$ cat config.mk
export PLATFORM = sky130hd
export DESIGN_NAME = pixel_color_effect_core
export DESIGN_NICKNAME = d
export VERILOG_FILES = /design/src/pce_pkg.sv /design/src/pce_effect.sv /design/src/pixel_color_effect_core.sv
export SDC_FILE = /design/constraint.sdc
export NUM_CORES = 1
export LEC_CHECK = 0
export BUFFER_PORTS_ARGS = -buffer_cell sky130_fd_sc_hd__buf_2
export CAP_MARGIN = 20
export CORE_UTILIZATION = 62
export CTS_BUF_LIST = sky130_fd_sc_hd__clkbuf_8
export DETAILED_ROUTE_END_ITERATION = 8
export PLACE_DENSITY = 0.8
export SLEW_MARGIN = 20
export SYNTH_ARGS = -nofsm -noshare
export SYNTH_HDL_FRONTEND = slang
export SYNTH_SLANG_ARGS = --single-unit
$ cat constraint.sdc
create_clock -name clk_i -period 10.2 [get_ports clk_i]
set_input_delay 1.53 -clock clk_i [delete_from_list [all_inputs] [get_ports clk_i]]
set_output_delay 1.53 -clock clk_i [all_outputs]
set_load 0.005 [all_outputs]
$ cat src/pce_pkg.sv
`default_nettype none

package pce_pkg;

  // Channel width of one color component
  localparam int unsigned ChanW = 8;

  // Effect selection codes; unused codes pass the pixel through
  typedef enum logic [3:0] {
    MODE_NONE     = 4'd0,
    MODE_SEPIA    = 4'd1,
    MODE_NEGATIVE = 4'd2,
    MODE_VINTAGE  = 4'd3,
    MODE_RED      = 4'd4,
    MODE_GREEN    = 4'd5,
    MODE_BLUE     = 4'd6,
    MODE_POSTER   = 4'd7,
    MODE_THERMAL  = 4'd8
  } effect_mode_e;

  typedef struct packed {
    logic [ChanW-1:0] red;
    logic [ChanW-1:0] green;
    logic [ChanW-1:0] blue;
  } pixel_t;

  // Sepia matrix, Q0.10, one row per output channel
  localparam logic [9:0] SepRr = 10'd402;
  localparam logic [9:0] SepRg = 10'd787;
  localparam logic [9:0] SepRb = 10'd194;
  localparam logic [9:0] SepGr = 10'd357;
  localparam logic [9:0] SepGg = 10'd702;
  localparam logic [9:0] SepGb = 10'd172;
  localparam logic [9:0] SepBr = 10'd279;
  localparam logic [9:0] SepBg = 10'd547;
  localparam logic [9:0] SepBb = 10'd134;

  // Vintage gains (Q0.8) and offsets
  localparam logic [7:0] VinGainR = 8'd230;
  localparam logic [7:0] VinGainG = 8'd218;
  localparam logic [7:0] VinGainB = 8'd205;
  localparam logic [7:0] VinOffR  = 8'd20;
  localparam logic [7:0] VinOffG  = 8'd15;
  localparam logic [7:0] VinOffB  = 8'd10;

  // Posterize keeps the top two bits
  localparam logic [7:0] PosterMask = 8'hC0;

  // Thermal band edges on s = r + g + b
  localparam logic [9:0] ThermLow  = 10'd255;
  localparam logic [9:0] ThermMid  = 10'd510;
  localparam logic [9:0] ThermFull = 10'd765;

endpackage

`default_nettype wire

$ cat src/pce_effect.sv
`default_nettype none

module pce_effect
  import pce_pkg::*;
(
  input  effect_mode_e mode_i,
  input  pixel_t       pix_i,
  output pixel_t       pix_o
);

  logic [18:0] sep_r_sum, sep_g_sum, sep_b_sum;
  logic [8:0]  sep_r, sep_g, sep_b;
  logic [8:0]  vin_r, vin_g, vin_b;
  logic [8:0]  tint_r, tint_g, tint_b;
  logic [9:0]  therm_s;
  logic [9:0]  therm_lo, therm_hi;

  function automatic logic [7:0] sat8(input logic [8:0] v);
    return v[8] ? 8'hFF : v[7:0];
  endfunction

  // Products widened to 19 bits; the largest row sum, 1383 x 255, fits
  function automatic logic [18:0] mac3(input logic [7:0] a, input logic [9:0] ca,
                                       input logic [7:0] b, input logic [9:0] cb,
                                       input logic [7:0] c, input logic [9:0] cc);
    return (19'(a) * 19'(ca)) + (19'(b) * 19'(cb)) + (19'(c) * 19'(cc));
  endfunction

  function automatic logic [8:0] vint(input logic [7:0] x, input logic [7:0] gain,
                                      input logic [7:0] off);
    logic [15:0] prod;
    prod = 16'(x) * 16'(gain);
    return 9'(prod[15:8]) + 9'(off);
  endfunction

  function automatic logic [8:0] tint(input logic [7:0] x);
    logic [9:0] x3;
    x3 = 10'(x) + {1'b0, x, 1'b0};
    return x3[9:1];
  endfunction

  // Sepia matrix
  assign sep_r_sum = mac3(pix_i.red, SepRr, pix_i.green, SepRg, pix_i.blue, SepRb);
  assign sep_g_sum = mac3(pix_i.red, SepGr, pix_i.green, SepGg, pix_i.blue, SepGb);
  assign sep_b_sum = mac3(pix_i.red, SepBr, pix_i.green, SepBg, pix_i.blue, SepBb);
  assign sep_r = sep_r_sum[18:10];
  assign sep_g = sep_g_sum[18:10];
  assign sep_b = sep_b_sum[18:10];

  // Vintage gain and offset
  assign vin_r = vint(pix_i.red,   VinGainR, VinOffR);
  assign vin_g = vint(pix_i.green, VinGainG, VinOffG);
  assign vin_b = vint(pix_i.blue,  VinGainB, VinOffB);

  // Tint by 1.5
  assign tint_r = tint(pix_i.red);
  assign tint_g = tint(pix_i.green);
  assign tint_b = tint(pix_i.blue);

  // Thermal sum and band offsets
  assign therm_s  = 10'(pix_i.red) + 10'(pix_i.green) + 10'(pix_i.blue);
  assign therm_lo = therm_s - ThermLow;
  assign therm_hi = ThermFull - therm_s;

  // Select the effect
  always_comb begin
    pix_o = pix_i;
    case (mode_i)
      MODE_SEPIA: begin
        pix_o.red   = sat8(sep_r);
        pix_o.green = sat8(sep_g);
        pix_o.blue  = sat8(sep_b);
      end
      MODE_NEGATIVE: begin
        pix_o.red   = ~pix_i.red;
        pix_o.green = ~pix_i.green;
        pix_o.blue  = ~pix_i.blue;
      end
      MODE_VINTAGE: begin
        pix_o.red   = sat8(vin_r);
        pix_o.green = sat8(vin_g);
        pix_o.blue  = sat8(vin_b);
      end
      MODE_RED:   pix_o.red   = sat8(tint_r);
      MODE_GREEN: pix_o.green = sat8(tint_g);
      MODE_BLUE:  pix_o.blue  = sat8(tint_b);
      MODE_POSTER: begin
        pix_o.red   = pix_i.red   & PosterMask;
        pix_o.green = pix_i.green & PosterMask;
        pix_o.blue  = pix_i.blue  & PosterMask;
      end
      MODE_THERMAL: begin
        if (therm_s < ThermLow) begin
          pix_o.red   = 8'd0;
          pix_o.green = 8'd0;
          pix_o.blue  = therm_s[7:0];
        end else if (therm_s < ThermMid) begin
          pix_o.red   = therm_lo[7:0];
          pix_o.green = 8'hFF;
          pix_o.blue  = 8'hFF;
        end else begin
          pix_o.red   = 8'hFF;
          pix_o.green = therm_hi[7:0];
          pix_o.blue  = 8'd0;
        end
      end
      default: pix_o = pix_i;
    endcase
  end

endmodule

`default_nettype wire

$ cat src/pixel_color_effect_core.sv
// Per-pixel RGB color effect. Each accepted pixel yields exactly one recolored
// pixel, which passes through the input register and then the output
// register before it shows on the output, and one pixel is taken every
// clock while the output is not stalled: an input register feeds the effect
// datapath, whose result lands in an output register, so throughput is one
// pixel per cycle without a stall; the sepia multiply-add is the longest path
// between the two registers. The effect is chosen by effect_mode through the
// cfg port (0 none, 1 sepia, 2 negative, 3 vintage, 4/5/6 red/green/blue tint,
// 7 posterize, 8 thermal; other codes pass through). Write it only while no
// pixel is in flight; cfg_ready_o is always high.
`default_nettype none

module pixel_color_effect_core
  import pce_pkg::*;
(
  input  logic       clk_i,
  input  logic       rst_ni,

  input  logic       cfg_valid_i,
  output logic       cfg_ready_o,
  input  logic [3:0] cfg_data_i,

  input  logic       in_valid_i,
  output logic       in_ready_o,
  input  logic [7:0] red_in_i,
  input  logic [7:0] green_in_i,
  input  logic [7:0] blue_in_i,

  output logic       out_valid_o,
  input  logic       out_ready_i,
  output logic [7:0] red_out_o,
  output logic [7:0] green_out_o,
  output logic [7:0] blue_out_o
);

  effect_mode_e mode_q;
  logic         in_valid_q, in_valid_d;
  pixel_t       in_pix_q;
  logic         out_valid_q, out_valid_d;
  pixel_t       out_pix_q;
  pixel_t       fx_pix;
  logic         adv;

  // Mode register
  assign cfg_ready_o = 1'b1;

  always_ff @(posedge clk_i or negedge rst_ni) begin
    if (!rst_ni) begin
      mode_q <= MODE_NONE;
    end else if (cfg_valid_i) begin
      mode_q <= effect_mode_e'(cfg_data_i);
    end
  end

  // Advance the input stage when the output register is free or draining
  assign adv        = !out_valid_q || out_ready_i;
  assign in_ready_o = !in_valid_q || adv;

  assign in_valid_d  = in_ready_o ? in_valid_i : in_valid_q;
  assign out_valid_d = adv ? in_valid_q : out_valid_q;

  always_ff @(posedge clk_i or negedge rst_ni) begin
    if (!rst_ni) begin
      in_valid_q  <= 1'b0;
      out_valid_q <= 1'b0;
    end else begin
      in_valid_q  <= in_valid_d;
      out_valid_q <= out_valid_d;
    end
  end

  // Capture the incoming transaction
  always_ff @(posedge clk_i) begin
    if (in_valid_i && in_ready_o) begin
      in_pix_q <= '{red: red_in_i, green: green_in_i, blue: blue_in_i};
    end
  end

  pce_effect u_effect (
    .mode_i (mode_q),
    .pix_i  (in_pix_q),
    .pix_o  (fx_pix)
  );

  // Load the result register
  always_ff @(posedge clk_i) begin
    if (adv && in_valid_q) begin
      out_pix_q <= fx_pix;
    end
  end

  assign out_valid_o = out_valid_q;
  assign red_out_o   = out_pix_q.red;
  assign green_out_o = out_pix_q.green;
  assign blue_out_o  = out_pix_q.blue;

endmodule

`default_nettype wire

* Yosys cells after proc, flatten, opt, wreduce, memory -nomap -nowiden
Cells that the tools add are included.
** Storage, ports and cells
- Register bits :: 54
- Bits of input ports :: 33
- Output and inout bits :: 27
- Logic and storage cells :: 70
** Operators by class
- Add/subtract/negate cells :: 16
- Multipliers :: 12
- $lt $le $gt $ge :: 2
- Equal/unequal tests :: 8
- Muxes and demuxes :: 14
- Bitwise logic cells :: 3
- Reduce and logical (&&, ||, !) cells :: 6
** Operator list (count)
- $pmux W8 S6 :: 3
- $mux W8 :: 9
- $mul A8 B7 Y15 const B :: 4
- $add A17 B18 Y19 :: 3
- $add A19 B16 Y19 :: 3
- $mul A8 B9 Y17 const B :: 3
- $mux W24 :: 2
- $mul A8 B10 Y18 const B :: 2
- $mul A8 B8 Y16 const B :: 2
- $add A8 B9 Y10 :: 3
- $not A8 Y8 :: 3
- $add A8 B4 Y9 const B :: 2
- $eq A4 B3 Y1 const B :: 4
- $mul A8 B6 Y14 const B :: 1
- $add A9 B8 Y10 :: 1
- $lt A10 B8 Y1 const B :: 1
- $lt A10 B9 Y1 const B :: 1
- $add A8 B5 Y9 const B :: 1
- $add A8 B8 Y9 :: 1
- $eq A4 B2 Y1 const B :: 2
- $sub A8 B8 Y8 const A :: 1
- $sub A8 B8 Y8 const B :: 1
- $eq A4 B1 Y1 const B :: 1
- $eq A4 B4 Y1 const B :: 1
- 3 further kinds :: 6

* Logic depth before layout (Yosys ltp)
- Depth in word-level cells :: 6
- Depth in mapped cells :: 28
- Depth with buffers taken out :: 28

* Cells and area by module
From an unflattened synthesis, not the netlist that was laid out.
** Second synthesis, totals
- Cells, all modules :: 2025
- Area, all modules :: 18745.5 um^2
** By module, submodules not included
- pce_effect :: times used 1, cells each 1959, area each 17046.3 um^2, seq. area each 0.0 um^2
- pixel_color_effect_core :: times used 1, cells each 66, area each 1699.1 um^2, seq. area each 1591.5 um^2

* Least setup slack after synthesis
No wires, ideal clock.
- Path kind :: register -> register
- Start :: register in_pix_q[6] in the netlist's numbering
- End :: register out_pix_q (netlist bit green_out_o[1]) (data pin)
- Setup time :: 131 ps
- Arrival :: 6988 ps
- Data required time :: 10069 ps
- Slack :: 3081 ps
- Cell stages (with the launch flop) :: 27
- Path buffers :: 0
- Period minus slack after synthesis :: 7119 ps
- Path through :: edfxtp_1 -> ha_1 -> fa_1 -> inv_1 -> fa_1 -> inv_1 -> ha_1 -> a21oi_1 -> xnor2_1 -> ha_1 -> inv_1 -> fa_1 -> fa_1 -> inv_1 -> fa_1 -> inv_1 -> fa_1 -> inv_1 -> ha_1 -> a2111oi_0 -> o41ai_1 -> o21ai_0 -> a21oi_1 -> o211ai_1 -> nand2_1 -> o211ai_1 -> o22a_1
** RTL lines
- from (decl) :: RTL line pixel_color_effect_core.sv:38 : pixel_t in_pix_q;
- from (signal assigned) :: RTL line pixel_color_effect_core.sv:75 : in_pix_q <= '{red: red_in_i, green: green_in_i, blue: blue_in_i};
- to (signal assigned) :: RTL line pixel_color_effect_core.sv:88 : out_pix_q <= fx_pix;
- to (decl) :: RTL line pixel_color_effect_core.sv:40 : pixel_t out_pix_q;

==> metrics.csv <==
stage,metric,value,unit
die,Rows,63,
timing,Tmin final,8.177,ns
worst_setup_path,slowest CP cell,edfxtp_1,
hold_path,Hold Path Class,reg -> reg,
synth,simple-gate area share of the yosys netlist,8.307,%
die,Die Y,176.5,um
worst_setup_path,CP arrival,8.41,ns
worst_setup_path,"slowest stage delay, CP",0.85,ns
clock_tree,CTS sink count,54,
drt,DRT antenna net count,0,
clock_tree,H-tree depth,2,
placement,Final Wtd Congestion,1.072,
synth,number of enable flip-flop cells after synthesis,48,
synth,asr flop ratio synth,11.11,%
worst_setup_path,CP required,10.44,ns
synth,synthesis-stage register bit count,54,
worst_setup_path,Startpoint Class,flip-flop,
synth,most common flop cell mapped by yosys,edfxtp_1,
synth,Post-Syn Area,18870,um^2
drt,Vias,15800,
global_routing,largest net degree at the start of global routing,25,
finish,most frequent cells in the layout,"inv_1, ha_1, fa_1, o21ai_0, a21oi_1",
clock_tree,cts hold-fix bufs,0,
drt,Vias/cell,6.321,
finish,"commonest non-fill, non-tap cell in the layout",inv_1,
finish,n_diodes,0,
synth,sequential share of the synthesized area,8.433,%
timing,unrepaired setup endpoints after global routing,false,
clock_tree,# resized after CTS,0,
finish,Nets,2790,
synth,Post-Syn Instances,2040,
die,Initial Util,63.34,%
synth,Mapped Nets,2722,
clock_tree,Clock Path Buffers,2,
synth,syn avg cell area,9.251,um^2
clock_tree,post-CTS setup buffer count,0,
run_status,status,"complete, no violations",
die,Die Span X,176.5,um
placement,HPWL after DPL,48.43,mm
synth,mux cell area share after synthesis,0.5967,%
global_routing,GR Util All Layers,38.16,%
placement,port bufs,58,
clock_tree,worst-skew pair later-pin latency,0.36,ns
global_routing,number of antenna violations at the first check in global routing,1,
synth,xor and xnor area share after synthesis,5.317,%
timing,Max Clock Freq,122.3,MHz
global_routing,GRT Residual Overflow,0,
clock_tree,Clock Pin Slew Worst Setup and Hold Paths,0.13,ns
drt,wire per inst,23.15,um
timing,final hold violations,0,
synth,Ys Warns,0,
timing,crit share post-route,80.16,%
drt,Initial DRC Count,1513,
drt,Remaining DRCs,0,
timing,final setup fails,0,
global_routing,global-route wire length before repair,88.33,mm
global_routing,vias in the first global route,16000,
die,die area,31140,um^2
die,Core ar.,29800,um^2
worst_setup_path,crit path capture type,flip-flop,
finish,Layout area overhead,5.284,%
drt,DRT Pass-1 Iters,8,
synth,Synth Area in Compound Gates,15.94,%
job,max_cap viols,0,
clock_tree,clock root buffer,clkbuf_8,
synth,Yosys cell types,92,
die,Ports,60,
timing,Setup TNS,0,ns
finish,layout cell share with drive strength beyond 1,6.117,%
worst_setup_path,largest fanout on the critical path,12,
clock_tree,total CTS buffers,5,
clock_tree,CTS tree,yes,
timing,worst slew pin tran,0.9176,ns
timing,Worst slew margin,37.97,%
drt,WL final,57.85,mm
timing,final clock skew,0.01805,ns
worst_setup_path,kind of critical path,reg -> reg,
synth,Adder-Cell Fraction of Synth Area,52.02,%
timing,Max Slew Vio Count,0,
worst_setup_path,CP dominant cell by count,fa_1,
synth,largest family of logic cells by synthesized area,adder cells,
==> per-stage QoR <==
step                      utilization (%)  hold WS (ns)  cell area, um^2  cells  worst slack [ns]
final                               66.68        0.5205            19870   2499             2.023
after detailed placement            66.29        0.4943            19750   2491             2.173
after global placement              66.28        0.4646            19750   2491             2.295
after global routing                66.68        0.5449            19870   2499             1.500
after CTS                           66.68        0.5246            19870   2499             2.110
after floorplan                         -        0.4490            18870   2040             3.081
==> layer usage <==
layer	vias up	global-route usage, %	wire length [um]
met5	-	0	17
met4	2	21.01	3639
met3	216	6.675	4950
met2	798	61.91	26220
met1	7626	48.32	23020
li1	7154	-	-
==> synthesized netlist by cell type, drive strengths merged, types with 17 or more instances <==
cell	instances	area share, %
nand2	69	1.4
a211oi	17	0.68
a21o	33	1.3
xor2	48	2.2
a21oi	83	2.2
nor2	75	1.5
edfxtp	48	7.6
xnor2	64	3.0
fa	226	24
nor3	29	0.77
o21ai	106	2.8
clkbuf	18	0.36
a31oi	24	0.80
inv	447	8.9
nand3	34	0.93
o211ai	22	0.88
ha	423	28
==> worst paths after layout <==
kind	from	endpoint	slack (ns)	cells past startpoint
min in group asynchronous	rst_ni	in_valid_q$_DFFE_PN0N_	0.97	1
setup / recovery	in_pix_q[3]$_DFFE_PP_	green_out_o[1]$_DFFE_PP_	2.02	25
hold / removal	in_valid_q$_DFFE_PN0N_	out_valid_o$_DFFE_PN0P_	0.52	1
hold reg to reg	in_valid_q$_DFFE_PN0N_	out_valid_o$_DFFE_PN0P_	0.52	1
setup reg to reg	in_pix_q[3]$_DFFE_PP_	green_out_o[1]$_DFFE_PP_	2.02	25
max in group asynchronous	rst_ni	mode_q[2]$_DFFE_PN0P_	9.10	1
==> final cells by class <==
class | count | area [um^2]
Inverter | 449 | 1685
Clock buffer | 5 | 68.82
Sequential cell | 54 | 1592
Timing Repair Buffer | 81 | 462.9
Tap cell | 390 | 488.0
Multi-Input combinational cell | 1517 | 15520
Fill cell | 2415 | 9927
Clock inverter | 3 | 47.55
==> logic make-up after synthesis <==
logic type | after synthesis
buffers and inverters | 469
AND/OR/NAND/NOR | 307
AO/OA/AOI/OAI | 436
flip-flops | 54
other | 1
adder cells (fa/ha/maj) | 649
XOR/XNOR | 113
multiplexers | 11
==> critical path, delay by kind of cell (launching register included) <==
kind,cells,cell delay (ns)
AO/OA/AOI/OAI,9,2.45
XOR/XNOR,1,0.18
adder cells (fa/ha/maj),10,4.20
buffers and inverters,4,0.23
flip-flops,1,0.85
AND/OR/NAND/NOR,1,0.11
==> flip-flops by register name, indices dropped and copies added (netlist names) <==
name / flops
red_out_o: 8
out_valid_o: 1
green_out_o: 8
blue_out_o: 8
mode_q: 4
in_valid_q: 1
in_pix_q: 24
Power is not shown: default switching activity piles up to over one toggle a cycle in this logic, so the estimate is an artifact.
